File: config.mk
export PLATFORM = sky130hd
export DESIGN_NAME = dsis_cell
export DESIGN_NICKNAME = d
export VERILOG_FILES = /design/src/rtl/dsis_pkg.sv /design/src/rtl/dsis_cell.sv
export SDC_FILE = /design/constraint.sdc
export NUM_CORES = 1
export LEC_CHECK = 0
export ABC_AREA = 1
export BUFFER_PORTS_ARGS = -buffer_cell sky130_fd_sc_hd__buf_4
export CAP_MARGIN = 15
export CORE_AREA = 2 2 80 82
export DETAILED_ROUTE_END_ITERATION = 6
export DIE_AREA = 0 0 82 84
export MAX_ROUTING_LAYER = met4
export PLACE_DENSITY = 0.63
export SYNTH_ARGS = -nofsm -noshare
export SYNTH_HDL_FRONTEND = slang
export SYNTH_SLANG_ARGS = --single-unit
File: constraint.sdc
create_clock -name clk -period 1.82 [get_ports clk]
set_clock_uncertainty 0.15 [all_clocks]
set_input_delay 0.182 -clock clk [delete_from_list [all_inputs] [get_ports clk]]
set_output_delay 0.182 -clock clk [all_outputs]
set_load 0.02 [all_outputs]
File: src/rtl/dsis_pkg.sv
// Package for the deque store: request kinds, result status codes and the
// cell control codes shared by the cell row and the top level.
// No dependencies.
package dsis_pkg;

  localparam logic [1:0] K_PUSH_FRONT = 2'd0;
  localparam logic [1:0] K_PUSH_BACK  = 2'd1;
  localparam logic [1:0] K_READ       = 2'd2;
  localparam logic [1:0] K_FIND       = 2'd3;

  localparam logic [1:0] ST_OK    = 2'd0;
  localparam logic [1:0] ST_EMPTY = 2'd1;
  localparam logic [1:0] ST_MISS  = 2'd2;
  localparam logic [1:0] ST_FULL  = 2'd3;

  typedef logic [1:0] cell_mode_t;

  localparam cell_mode_t CM_HOLD  = 2'd0;
  localparam cell_mode_t CM_SHIFT = 2'd1;
  localparam cell_mode_t CM_LOAD  = 2'd2;
  localparam cell_mode_t CM_ROT   = 2'd3;

endpackage

File: src/rtl/dsis_cell.sv
// One storage cell of the deque row. Each cell holds one entry, takes data
// from neighbors or loads wr_data under a shared mode. Depends on dsis_pkg.
module dsis_cell import dsis_pkg::*; #(
  parameter int DATA_WIDTH = 32
) (
  input  logic                  clk,
  input  cell_mode_t            mode,
  input  logic                  sel,
  input  logic [DATA_WIDTH-1:0] wr_data,
  input  logic [DATA_WIDTH-1:0] left_data,
  input  logic [DATA_WIDTH-1:0] right_data,
  output logic [DATA_WIDTH-1:0] data_out
);

  logic [DATA_WIDTH-1:0] data_r;
  logic [DATA_WIDTH-1:0] data_nxt;

  always_comb begin
    data_nxt = data_r;
    unique case (mode)
      CM_SHIFT: data_nxt = left_data;
      CM_LOAD: begin
        if (sel) begin
          data_nxt = wr_data;
        end
      end
      CM_ROT:  data_nxt = right_data;
      default: data_nxt = data_r;
    endcase
  end

  always_ff @(posedge clk) begin
    data_r <= data_nxt;
  end

  assign data_out = data_r;

endmodule

Word level (Yosys, flattened, before mapping). Index checks and enable logic that the tools add are counted. W data, S select, Z words.

Register bits: 32. Input bits: 100. Word-level logic and storage cells: 9. Output and inout port bits: 32.

Reductions and logical operators: 2. Mux-type cells: 2. Eq/ne operators: 4.

Operators by type and width (number): $pmux W32 S3 (1); $mux W32 (1); $eq A2 B2 Y1 const B (2); $reduce_bool A3 Y1 (1); $eq A2 B1 Y1 const B (1); $ne A2 B2 Y1 const B (1); $reduce_and A2 Y1 (1).

Longest topological paths before layout.
Depth in word-level cells: 3. Depth in mapped cells: 5. Mapped depth without buffers: 3.

Worst setup path after synthesis. OpenSTA, ideal clock, no wires.

Path type: input -> register. From: input mode[0]. To: register data_r[0] (netlist: data_out[0]), enable pin. Required time: 1281 ps. Stages on the path: 4. Arrival: 1225 ps. Buffers on the path: 2. Setup time: 389 ps. Setup slack: 56 ps. Cell sequence: buf_2 > inv_2 > buf_4 > nand2_1.

Longest elaborated chain between the ends: 3. Elaborated cells between the ends (all ways): 6. Those cells by class: 4 x eq/ne; 2 x reduce/logical.

Ends and longest elaborated chain: from (decl) (RTL line dsis_cell.sv:7) `input cell_mode_t mode,`; $eq A2 B2 Y1 / $eq A2 B1 Y1 (equally long branches) (RTL line dsis_cell.sv:20) `unique case (mode)`; $ne A2 B2 Y1 (no source line) / $reduce_bool A3 Y1 (equally long branches); $reduce_and A2 Y1 (no source line) (*); to (signal assigned) (RTL line dsis_cell.sv:33) `data_r <= data_nxt;`; to (decl) (RTL line dsis_cell.sv:15) `logic [DATA_WIDTH-1:0] data_r;`.

Every way passes the cells marked *; elsewhere a longest branch is shown, timed or not. A chain may end at the register's enable or synchronous reset.

Final worst setup path.
From: input mode[0]. To: register data_r[30] (netlist: data_out[30]), enable pin.

The elaborated chain is that of the path after synthesis.

==> flow_metrics.tcl <==
set metrics [dict create \
    fmax_mhz 768.5 \
    drt_wl_total_mm 5.045 \
    min_period_ns 1.301 \
    ctsRootBufferMaster "clkbuf_8" \
    rsz0062_at_grt "false" \
    overflow 0 \
    dieArea_um2 6888 \
    end_kind "flop" \
    cp.arrival_ns 1.12 \
    vias 1792 \
    grt_start_max_net_pins 34 \
    fp.dieH_um 84 \
    cts-resized-gates 0 \
    gr-usage-met1 0.1717 \
    yosysUniqueCellTypes 7 \
    p_leak_nw 1.309 \
    cts_max_level 2 \
    slowest_stage "buf_4" \
    utilization 0.4575 \
    yosys_warnings 0 \
    hpwlAfterDp_mm 3.896 \
    drc 0 \
    initial_core_util 0.2763 \
    cp_max_fo 33 \
    finalPower_w 0.002024 \
    final_common_cell "buf_4" \
    grt_pass1_vias 1816 \
    avgSynthCellArea_um2 9.305 \
    grt_pass1_wl_mm 8.031 \
    first_iter_violations 55 \
    met2_usage 0.2735 \
    syn_inst 181 \
    worst_pin_slew_ns 0.3504 \
    ys_seq_area_frac 0.5706 \
    gp_congestion 0.7529 \
    syn_to_final_growth_pct 65.60 \
    worst-path-buf-inv 3 \
    finalSetupViolCount 0 \
    drive_gt1_frac 0.4645 \
    clkTransAtPathRegs_ns 0.06 \
    top_usage_layer "met2" \
    startpoint_type "primary input" \
    grt_usage 0.1552 \
    finish.net_count 409 \
    row_count 29 \
    finalCritPeriodShare 0.7150 \
    numCtsBuffers 5 \
    antenna_found_initial 0 \
    routedWlPerCell_um 13.04 \
    synth_area_um2 1684 \
    whs_ns 0.03886 \
    cts_hold_buf 0 \
    status "complete, no violations" \
    clock-sinks 32 \
    layout_common_cells "buf_4, nand3_1, nand2_1, edfxtp_1, clkbuf_8" \
    diodes 0 \
    postCtsSetupBuffers 0 \
    met3_usage 0.03463 \
    slew_headroom 0.7664 \
    worstSetupPathType "primary input to flop" \
    die_x_um 82 \
    dpl.cell_count 379 \
    fp.coreArea_um2 6096 \
    ys_seq_elements 32 \
    largest_reg_flops 32 \
    final_cells 387 \
    portBuffers 131 \
    avgViaCountPerCell 4.630 \
    min-delay-path-class "primary input to flop" \
    powerDensity_nw_per_um2 725.7 \
    cpPeakStageDelay_ns 0.31 \
    cp_cell_sequence "buf_4 > inv_2 > nand2_1 > buf_4" \
    worstPathRequired_ns 1.64 \
    ant_nets 0 \
    crit_top_cell "buf_4" \
    hold_viol_final 0 \
    drt_first_pass_iters 4 \
    cts_tree "done" \
    ioPinCount 132 \
    final_max_slew_viol_count 0 \
    maxCapViolCount 0 \
    tns_ns 0 \
    ir_drop_mv 0.2724 \
    critical_path.top_delay_family "buffers and inverters" \
    syn_nets 281 \
    cts_max_path_buffers 2 \
]
worst min-delay path, delay by kind of cell:
family	cells	cell delay (ns)
simple gates	2	0.10
buf+inv	1	0.08
path summary, 6_finish.rpt:
path          start            to  depth (start not counted)
max         mode[0]  data_out[30]                          4
min   left_data[27]  data_out[27]                          3
logic make-up after synthesis:
logic type,Yosys count,share of synthesized area
buffers and inverters,19,0.06834
and+or+nand+nor,130,0.3611
DFF,32,0.5706
synthesized netlist by cell type:
library cell,instances,area share
nand2_1,34,0.076
inv_2,1,0.0022
inv_1,1,0.0022
buf_2,8,0.024
nand3_1,96,0.29
buf_4,9,0.040
edfxtp_1,32,0.57
final cells by class:
class / instances / area [um2]
Fill cell: 618 / 3307
Sequential cell: 32 / 960.9
Tap cell: 77 / 96.34
Clock inverter: 1 / 3.754
Multi-Input combinational cell: 130 / 608.1
Clock buffer: 7 / 76.32
Timing Repair Buffer: 138 / 1036
Inverter: 2 / 7.507
power by group:
part | total [W] | internal, W | switching [W]
combinational | 0.000577 | 0.000292 | 0.000285
clock | 0.000505 | 0.000266 | 0.000239
sequential | 0.000942 | 0.000919 | 0.0000235
stage by stage:
step           instance area, um2  setup slack, ns
2_1_floorplan                1684          0.05570
3_3_place_gp                 2709           0.2368
3_5_place_dp                 2709           0.2049
4_1_cts                      2789           0.5093
5_1_grt                      2789           0.4422
6_report                     2789           0.5187
routing by layer:
layer / routed length, um / up-vias
li1: - / 907
met1: 1954 / 806
met2: 2692 / 75
met3: 349 / 4
met4: 49 / 0
met5: 0 / -
(Power assumes the default switching activity.)
